## src/sv/mexp_pkg.sv

```systemverilog
package mexp_pkg;

    localparam int FIELD_W = 64;
    localparam int WIDTH   = 64;
    localparam int CNT_W   = $clog2(WIDTH);

    typedef struct packed {
        logic [FIELD_W-1:0] base;
        logic [FIELD_W-1:0] exponent;
        logic [FIELD_W-1:0] modulus;
    } in_t;

    typedef struct packed {
        logic [FIELD_W-1:0] power_mod;
        logic               bad_modulus;
    } out_t;

    typedef struct packed {
        logic [WIDTH-1:0] a;
        logic [WIDTH-1:0] b;
        logic [WIDTH-1:0] m;
    } mm_req_t;

    typedef struct packed {
        logic busy;
        logic done;
    } mm_stat_t;

endpackage

```

## src/sv/modular_exponentiation.sv

```systemverilog
// channel   direction  handshake             payload
// operands  in         start && !busy        mexp_pkg::in_t  (base, exponent, modulus)
// result    out        done, one cycle       mexp_pkg::out_t (power_mod, bad_modulus)
//
// Exponent 0 or 1, or zero modulus: result strobes on the cycle after the beat.
// Otherwise base is reduced mod modulus and the exponent is scanned from its top bit;
// past the top set bit each bit squares r, and a set bit then multiplies r by base.
// Each product comes from the shared shift-and-add modular multiplier, one bit a cycle.
// On the multiplier path busy is high from the accepted beat until the result strobe; rst_n clears control.
// The receiver cannot stall: done lasts one cycle and the result is taken then.
module modular_exponentiation (
    input  logic           clk,
    input  logic           rst_n,
    input  logic           start,
    input  mexp_pkg::in_t  operands,
    output logic           busy,
    output logic           done,
    output mexp_pkg::out_t result
);

    typedef enum logic [4:0] {
        S_IDLE = 5'b00001,
        S_RED  = 5'b00010,
        S_SCAN = 5'b00100,
        S_SQ   = 5'b01000,
        S_MUL  = 5'b10000
    } state_t;

    state_t                       state_reg, state_next;
    logic [mexp_pkg::WIDTH-1:0]   e_reg, e_next;
    logic [mexp_pkg::WIDTH-1:0]   m_reg, m_next;
    logic [mexp_pkg::WIDTH-1:0]   base_reg, base_next;
    logic [mexp_pkg::WIDTH-1:0]   r_reg, r_next;
    logic                         started_reg, started_next;
    logic [mexp_pkg::CNT_W-1:0]   cnt_reg, cnt_next;
    logic                         done_reg, done_next;
    mexp_pkg::out_t               res_reg, res_next;

    logic                         mm_start;
    mexp_pkg::mm_req_t            mm_req;
    mexp_pkg::mm_stat_t           mm_stat;
    logic [mexp_pkg::WIDTH-1:0]   mm_product;
    logic                         adv;

    logic [mexp_pkg::WIDTH-1:0]   in_b;
    logic [mexp_pkg::WIDTH-1:0]   in_e;
    logic [mexp_pkg::WIDTH-1:0]   in_m;

    assign in_b = operands.base[mexp_pkg::WIDTH-1:0];
    assign in_e = operands.exponent[mexp_pkg::WIDTH-1:0];
    assign in_m = operands.modulus[mexp_pkg::WIDTH-1:0];

    mexp_mulmod u_mulmod (
        .clk       (clk),
        .rst_n     (rst_n),
        .req_start (mm_start),
        .req       (mm_req),
        .stat      (mm_stat),
        .product   (mm_product)
    );

    always_comb
    begin
        state_next   = state_reg;
        e_next       = e_reg;
        m_next       = m_reg;
        base_next    = base_reg;
        r_next       = r_reg;
        started_next = started_reg;
        cnt_next     = cnt_reg;
        done_next    = 1'b0;
        res_next     = res_reg;
        mm_start     = 1'b0;
        mm_req       = '{a: r_reg, b: r_reg, m: m_reg};
        adv          = 1'b0;

        unique case (state_reg)
            S_IDLE:
            begin
                if (start)
                begin
                    e_next       = in_e;
                    m_next       = in_m;
                    base_next    = in_b;
                    started_next = 1'b0;
                    cnt_next     = mexp_pkg::CNT_W'(mexp_pkg::WIDTH - 1);
                    if (in_e == '0)
                    begin
                        done_next = 1'b1;
                        res_next  = '{power_mod: mexp_pkg::FIELD_W'(1), bad_modulus: 1'b0};
                    end
                    else if (in_e == mexp_pkg::WIDTH'(1))
                    begin
                        done_next = 1'b1;
                        res_next  = '{power_mod: mexp_pkg::FIELD_W'(in_b), bad_modulus: 1'b0};
                    end
                    else if (in_m == '0)
                    begin
                        done_next = 1'b1;
                        res_next  = '{power_mod: '0, bad_modulus: 1'b1};
                    end
                    else
                    begin
                        // base mod m as (1 mod m) * base
                        mm_start   = 1'b1;
                        mm_req     = '{a: (in_m == mexp_pkg::WIDTH'(1)) ? '0
                                                                    : mexp_pkg::WIDTH'(1),
                                       b: in_b, m: in_m};
                        state_next = S_RED;
                    end
                end
            end
            S_RED:
            begin
                if (mm_stat.done)
                begin
                    base_next  = mm_product;
                    state_next = S_SCAN;
                end
            end
            S_SCAN:
            begin
                if (started_reg)
                begin
                    mm_start   = 1'b1;
                    state_next = S_SQ;
                end
                else
                begin
                    // leading zeros leave r untouched; first set bit loads the base
                    if (e_reg[mexp_pkg::WIDTH-1])
                    begin
                        r_next       = base_reg;
                        started_next = 1'b1;
                    end
                    adv = 1'b1;
                end
            end
            S_SQ:
            begin
                if (mm_stat.done)
                begin
                    r_next = mm_product;
                    if (e_reg[mexp_pkg::WIDTH-1])
                    begin
                        mm_start   = 1'b1;
                        mm_req     = '{a: mm_product, b: base_reg, m: m_reg};
                        state_next = S_MUL;
                    end
                    else
                    begin
                        adv = 1'b1;
                    end
                end
            end
            S_MUL:
            begin
                if (mm_stat.done)
                begin
                    r_next = mm_product;
                    adv    = 1'b1;
                end
            end
            default:
            begin
                state_next = S_IDLE;
            end
        endcase

        if (adv)
        begin
            if (cnt_reg == '0)
            begin
                done_next  = 1'b1;
                res_next   = '{power_mod: mexp_pkg::FIELD_W'(r_next), bad_modulus: 1'b0};
                state_next = S_IDLE;
            end
            else
            begin
                cnt_next   = cnt_reg - 1'b1;
                e_next     = e_reg << 1;
                state_next = S_SCAN;
            end
        end
    end

    always_ff @(posedge clk or negedge rst_n)
    begin
        if (!rst_n)
        begin
            state_reg   <= S_IDLE;
            started_reg <= 1'b0;
            cnt_reg     <= '0;
            done_reg    <= 1'b0;
        end
        else
        begin
            state_reg   <= state_next;
            started_reg <= started_next;
            cnt_reg     <= cnt_next;
            done_reg    <= done_next;
        end
    end

    always_ff @(posedge clk)
    begin
        e_reg    <= e_next;
        m_reg    <= m_next;
        base_reg <= base_next;
        r_reg    <= r_next;
        res_reg  <= res_next;
    end

    assign busy   = (state_reg != S_IDLE);
    assign done   = done_reg;
    assign result = res_reg;

    a_accept_progress: assert property (@(posedge clk) disable iff (!rst_n)
        (start && !busy) |=> (busy || done))
        else $error("accepted beat gave neither busy nor result");

    a_mm_free: assert property (@(posedge clk) disable iff (!rst_n)
        mm_start |-> !mm_stat.busy)
        else $error("multiplier started while busy");

    a_mm_done_state: assert property (@(posedge clk) disable iff (!rst_n)
        mm_stat.done |-> (state_reg == S_RED || state_reg == S_SQ || state_reg == S_MUL))
        else $error("multiplier result with nobody waiting");

    a_r_reduced: assert property (@(posedge clk) disable iff (!rst_n)
        (state_reg == S_SCAN && started_reg) |-> (r_reg < m_reg))
        else $error("running power not reduced");

    a_bad_zero: assert property (@(posedge clk) disable iff (!rst_n)
        (done && result.bad_modulus) |-> (result.power_mod == '0))
        else $error("bad modulus with nonzero result");

endmodule

```

## src/sv/mexp_mulmod.sv

```systemverilog
module mexp_mulmod (
    input  logic               clk,
    input  logic               rst_n,
    input  logic               req_start,
    input  mexp_pkg::mm_req_t  req,
    output mexp_pkg::mm_stat_t stat,
    output logic [mexp_pkg::WIDTH-1:0] product
);

    logic                         busy_reg, busy_next;
    logic                         done_reg, done_next;
    logic [mexp_pkg::CNT_W-1:0]   cnt_reg, cnt_next;
    logic [mexp_pkg::WIDTH-1:0]   acc_reg, acc_next;
    logic [mexp_pkg::WIDTH-1:0]   a_reg, a_next;
    logic [mexp_pkg::WIDTH-1:0]   b_reg, b_next;
    logic [mexp_pkg::WIDTH-1:0]   m_reg, m_next;

    // one multiplier bit per cycle: acc = (2*acc + bit*a) mod m, sum below 3m
    logic [mexp_pkg::WIDTH+1:0]   sum;
    logic [mexp_pkg::WIDTH+1:0]   m1;
    logic [mexp_pkg::WIDTH+1:0]   m2;
    logic [mexp_pkg::WIDTH-1:0]   step;

    always_comb
    begin
        m1  = {2'b00, m_reg};
        m2  = {1'b0, m_reg, 1'b0};
        sum = {1'b0, acc_reg, 1'b0}
            + (b_reg[mexp_pkg::WIDTH-1] ? {2'b00, a_reg} : '0);
        if (sum >= m2)
        begin
            step = mexp_pkg::WIDTH'(sum - m2);
        end
        else if (sum >= m1)
        begin
            step = mexp_pkg::WIDTH'(sum - m1);
        end
        else
        begin
            step = mexp_pkg::WIDTH'(sum);
        end
    end

    always_comb
    begin
        busy_next = busy_reg;
        done_next = 1'b0;
        cnt_next  = cnt_reg;
        acc_next  = acc_reg;
        a_next    = a_reg;
        b_next    = b_reg;
        m_next    = m_reg;
        if (busy_reg)
        begin
            acc_next = step;
            b_next   = b_reg << 1;
            cnt_next = cnt_reg - 1'b1;
            if (cnt_reg == '0)
            begin
                busy_next = 1'b0;
                done_next = 1'b1;
            end
        end
        else if (req_start)
        begin
            busy_next = 1'b1;
            cnt_next  = mexp_pkg::CNT_W'(mexp_pkg::WIDTH - 1);
            acc_next  = '0;
            a_next    = req.a;
            b_next    = req.b;
            m_next    = req.m;
        end
    end

    always_ff @(posedge clk or negedge rst_n)
    begin
        if (!rst_n)
        begin
            busy_reg <= 1'b0;
            done_reg <= 1'b0;
            cnt_reg  <= '0;
        end
        else
        begin
            busy_reg <= busy_next;
            done_reg <= done_next;
            cnt_reg  <= cnt_next;
        end
    end

    always_ff @(posedge clk)
    begin
        acc_reg <= acc_next;
        a_reg   <= a_next;
        b_reg   <= b_next;
        m_reg   <= m_next;
    end

    assign stat.busy = busy_reg;
    assign stat.done = done_reg;
    assign product   = acc_reg;

endmodule
```

## config.mk

```make
export PLATFORM = sky130hd
export DESIGN_NAME = modular_exponentiation
export DESIGN_NICKNAME = d
export VERILOG_FILES = /design/src/sv/mexp_pkg.sv /design/src/sv/modular_exponentiation.sv /design/src/sv/mexp_mulmod.sv
export SDC_FILE = /design/constraint.sdc
export NUM_CORES = 2
export LEC_CHECK = 0
export BUFFER_PORTS_ARGS = -buffer_cell sky130_fd_sc_hd__buf_4
export CAP_MARGIN = 20
export CORE_MARGIN = 2
export CORE_UTILIZATION = 53
export CTS_CLUSTER_SIZE = 16
export DETAILED_ROUTE_END_ITERATION = 10
export GPL_ROUTABILITY_DRIVEN = 0
export GPL_TIMING_DRIVEN = 1
export HOLD_SLACK_MARGIN = 0.12
export PLACE_DENSITY = 0.71
export SLEW_MARGIN = 10
export SYNTH_ARGS = -nofsm -noshare
export SYNTH_HDL_FRONTEND = slang
export SYNTH_HIERARCHICAL = 1
export SYNTH_SLANG_ARGS = --single-unit
```

## constraint.sdc

```tcl
create_clock -name clk -period 10.2 [get_ports clk]
set_clock_uncertainty 0.2 [all_clocks]
set_input_delay 2.55 -clock clk [delete_from_list [all_inputs] [get_ports clk]]
set_output_delay 2.55 -clock clk [all_outputs]
set_load 0.005 [all_outputs]
```

Yosys cells after proc, flatten, opt, wreduce, memory -nomap -nowiden
Index checks and enable logic that the tools add are counted.
{"block": "classes", "add_sub_neg": 5, "n_lt_le_gt_ge": 2, "n_eq_ne": 19, "muxes": 78, "n_bitwise": 1, "reduce_logical": 13}
{"cell": "192-bit two-way mux", "n": 6}
{"cell": "64-bit two-way mux", "n": 16}
{"cell": "65-bit two-way mux", "n": 7}
{"cell": "192-bit case mux with 2 select lines", "n": 1}
{"cell": "64-bit case mux with 2 select lines", "n": 2}
{"cell": "64-bit by 1-bit equality test with 1-bit output (second input constant)", "n": 2}
{"cell": "64-bit logical NOT", "n": 2}
{"cell": "64-bit subtractor", "n": 2}
{"cell": "65-bit by 64-bit adder with 66-bit output", "n": 1}
{"cell": "66-bit by 64-bit greater-or-equal comparator with 1-bit output", "n": 1}
{"cell": "66-bit by 65-bit greater-or-equal comparator with 1-bit output", "n": 1}
{"cell": "5-bit two-way mux", "n": 9}
{"cell": "6-bit two-way mux", "n": 6}
{"cell": "1-bit two-way mux", "n": 26}
{"cell": "5-bit case mux with 5 select lines", "n": 1}
{"cell": "3-bit != test (second input constant)", "n": 6}
{"cell": "6-bit logical NOT", "n": 2}
{"cell": "6-bit by 1-bit subtractor with 6-bit output (second input constant)", "n": 2}
{"cell": "9-bit AND reduction", "n": 1}
{"cell": "3-bit by 2-bit != test with 1-bit output (second input constant)", "n": 2}
{"cell": "1-bit case mux with 3 select lines", "n": 2}
{"cell": "2-bit AND reduction", "n": 3}
{"cell": "2-bit nonzero test", "n": 3}
{"cell": "5-bit by 1-bit equality test with 1-bit output (second input constant)", "n": 1}
{"cell": "other kinds (12)", "n": 13}
{"block": "word_totals", "ff_bits": 598, "input_bits": 195, "out_inout_bits": 67, "wordCells": 136}

Longest topological paths before layout
{"block": "logic_depth", "ltp_word": 9, "depth_mapped": 29, "depth_no_buf": 25}

By module
Netlist, hierarchy kept.
{"mod": "mexp_mulmod", "n_inst": 1, "cells_per_inst": 2438, "area_each_um2": 22216.3, "seq_area_each_um2": 7877.6}
{"mod": "modular_exponentiation", "n_inst": 1, "cells_per_inst": 1570, "area_each_um2": 16143.0, "seq_area_each_um2": 8034.0}

Worst setup path after synthesis
No wires, ideal clock.
{"block": "synth_timing", "path_type": "input port to flip-flop", "start": "input start", "end": "register u_mulmod/b_reg[54] (netlist bit) (data pin)", "setup_time_ps": 164, "arrival_ps": 8478, "t_required_ps": 9836, "slack_ps": 1357, "cell_stages": 9, "n_path_buf": 3, "path_cell_list": "nand2_1 -> clkinv_1 -> a21oi_1 -> buf_2 -> buf_2 -> nand2_1 -> nor2b_1 -> clkbuf_1 -> a22o_1"}
{"block": "synth_between", "elab_chain_cells": 4}
{"element": "start, declared", "line": "modular_exponentiation.sv:14", "source": "input logic start,"}
{"element": "192-bit two-way mux", "line": "modular_exponentiation.sv:80", "source": "if (start)"}
{"element": "192-bit case mux with 2 select lines", "line": "modular_exponentiation.sv:77", "source": "unique case (state_reg)"}
{"element": "64-bit two-way mux", "line": "mexp_mulmod.sv:64", "source": "else if (req_start)"}
{"element": "64-bit two-way mux", "line": "mexp_mulmod.sv:53", "source": "if (busy_reg)"}
{"element": "net u_mulmod.b_next, one bit", "line": "mexp_mulmod.sv:15", "source": "logic [mexp_pkg::WIDTH-1:0] b_reg, b_next;"}
{"element": "end signal, assigned", "line": "mexp_mulmod.sv:95", "source": "b_reg <= b_next;"}
{"element": "end, declared", "line": "mexp_mulmod.sv:15"}
The timed path passes the listed nets, and every way through them passes these cells. The select of a mux whose other input is x is not followed.
A chain may end at the register's enable or synchronous reset.

Final worst setup path
{"block": "layout_timing", "start": "register u_mulmod/b_reg[63] (netlist bit)", "end": "register u_mulmod.acc_reg (netlist bit u_mulmod/product[2]) (data pin)"}
{"block": "layout_between", "elab_chain_cells": 6, "elab_cells_between_ends": 9, "cone_classes": "add/sub (3); order compare (2); mux (4)"}
{"element": "64-bit two-way mux *", "line": "mexp_mulmod.sv:29", "source": "+ (b_reg[mexp_pkg::WIDTH-1] ? {2'b00, a_reg} : '0);"}
{"element": "65-bit by 64-bit adder with 66-bit output *", "line": "mexp_mulmod.sv:29"}
{"element": "64-bit subtractor / 66-bit by 64-bit greater-or-equal comparator with 1-bit output (equally long branches)", "line": "mexp_mulmod.sv:36, mexp_mulmod.sv:34"}
{"element": "64-bit two-way mux", "line": "mexp_mulmod.sv:34", "source": "else if (sum >= m1)"}
{"element": "64-bit two-way mux *", "line": "mexp_mulmod.sv:30", "source": "if (sum >= m2)"}
{"element": "64-bit two-way mux *", "line": "mexp_mulmod.sv:53"}
{"element": "end signal, assigned", "line": "mexp_mulmod.sv:93", "source": "acc_reg <= acc_next;"}
{"element": "end, declared", "line": "mexp_mulmod.sv:13", "source": "logic [mexp_pkg::WIDTH-1:0] acc_reg, acc_next;"}
Mark *: on every way between the ends. The rest lies on a longest branch, timed or not.

==> reports/metrics.yaml <==
detailed_routing:
  ant_nets: 0
  first_pass_iters: 6
  vias: 32748
  route.detailed.drc: 0
  drt_iter0_markers: 3874
  drt-total-wl_um: 112000
  post_drt_wl_per_cell_um: 21.9
  vias_per_cell: 6.40
clock_tree:
  cts_resized: 0
  clock_latency_ns: 0.64
  cts_made_buffers: 68
  cts_tree: "done"
  clk_pin_slew_ns: 0.06
  post_cts_hold_buffer_count: 0
  cts_setup_buffers: 0
  clock-root-buffer: "clkbuf_16"
  cts_buffer_depth: 3
  cts.sinks: 598
  htree_levels: 3
setup_path:
  cp.required_ns: 10.44
  endpoint_kind: "flop"
  slowest_stage: "buf_4"
  worstPathArrival_ns: 8.46
  crit_fanout: 68
  crit_type: "reg2reg"
  startpoint_type: "flop"
  timing.critical_path.from: "u_mulmod/b_reg[63]$_DFFE_PP_"
  reg2reg_from: "u_mulmod/b_reg[63]$_DFFE_PP_"
  slowest_delay_ns: 0.57
flow_run:
  maxCapViolCount: 0
synth:
  synthCells: 4007
  syn_avg_cell_area_um2: 9.57
  mappedNetlistNets: 4398
  yosysWarnings: 6
  syn-cell-area_mm2: 0.0384
grt:
  grt_pass1_wl_um: 172000
  grt_max_degree: 110
  grt_pass1_vias: 29346
  grt_util_all_layers_pct: 29.0
  grt-ovfl-total: 0
  antenna_found_initial: 0
die:
  initial_utilization_pct: 53.6
  dieArea_mm2: 0.0745
  ios: 262
  coreArea_mm2: 0.0716
  core.rowCount: 98
  die_width_um: 273
  die_height_um: 273
final_layout:
  layout_common_cells: "383 x edfxtp_1, 366 x a21oi_1, 351 x nor2_1"
  nNetsFinal: 4501
  design_area_mm2: 0.0429
  largest_register_ffs: 65
  final_common_cell: "edfxtp_1"
  fin_cells: 5114
  drive_gt1_share_pct: 14.1
  area_growth_pct: 11.9
  antenna_cells: 0
timing:
  slew_viol_final: 0
  tightest_slew_ns: 1.07
  slew_headroom_pct: 28.3
  hold_violations: 0
  fmax_ghz: 0.122
  post-route-min-period_ns: 8.22
  rsz0062_at_grt: "no"
  finalSetupTns_ns: 0
  fin_crit_sh_pct: 80.6
  timing.final.setup_violations: 0
power_and_ir_drop:
  max-vdd-ir-drop_uv: 155
  p_total_mw: 7.24
  powerDensity_mw_per_mm2: 169
  leakagePower_nw: 17.9
placement:
  place_area_mm2: 0.0407
  portBuffers: 261
  hpwl_um: 80300
  dp_cells: 4989
hold_path:
  min-delay-start: "cnt_reg[4]$_DFF_PN0_"
  min_path_type: "reg2reg"
status:
  run_status: "completed"
final cells by class:
class	instances	area [um2]
Fill cell	6127	28700
Timing Repair Buffer	292	2220
Clock inverter	35	370
Sequential cell	598	15900
Multi-Input combinational cell	3022	20900
Inverter	128	483
Clock buffer	89	1840
Tap cell	950	1190
path summary, 6_finish.rpt:
| check | slack (ns) | cells past startpoint | endpoint |
|---|---|---|---|
| worst min register to register | 0.27 | 1 | cnt_reg[4]$_DFF_PN0_ |
| max in group asynchronous | 7.93 | 1 | state_reg[0]$_DFFE_PN1P_ |
| worst max-delay path | 1.98 | 28 | u_mulmod/product[2]$_SDFFCE_PN0P_ |
| min in group asynchronous | 1.60 | 1 | state_reg[4]$_DFFE_PN0P_ |
| worst max register to register | 1.98 | 28 | u_mulmod/product[2]$_SDFFCE_PN0P_ |
| worst min-delay path | 0.27 | 1 | cnt_reg[4]$_DFF_PN0_ |
worst max-delay path: cells and delay by family, from the launching register on:
| family | cells | cell delay (ns) |
|---|---|---|
| xor gates and xnor gates | 1 | 0.42 |
| AOI/OAI and AO/OA | 13 | 3.18 |
| buffers and inverters | 4 | 1.50 |
| and+or+nand+nor | 7 | 1.39 |
| adders and majority gates | 3 | 0.93 |
| DFF | 1 | 0.32 |
report_power, final:
group / total (mW) / internal, mW / switching (mW)
logic: 1.56 / 0.669 / 0.894
clock network: 2.40 / 1.35 / 1.05
registers: 3.27 / 3.05 / 0.220
metal layers:
metal / up-vias / track usage, % / part of all wire [%]
li1: 15362 / - / -
met1: 15677 / 45.2 / 47
met2: 1555 / 41.3 / 42
met3: 154 / 4.42 / 8.7
met4: 0 / 8.05 / 2.9
met5: - / 0 / 0
per-stage QoR:
step	utilization [%]	worst slack, ns	hold slack, ns
floorplan	-	1.36	0.238
detailed placement	56.8	2.19	0.261
global placement	56.8	2.43	0.249
CTS	59.9	2.12	0.270
finish	59.9	1.98	0.268
global route	59.9	1.41	0.292
(Power assumes the default switching activity.)
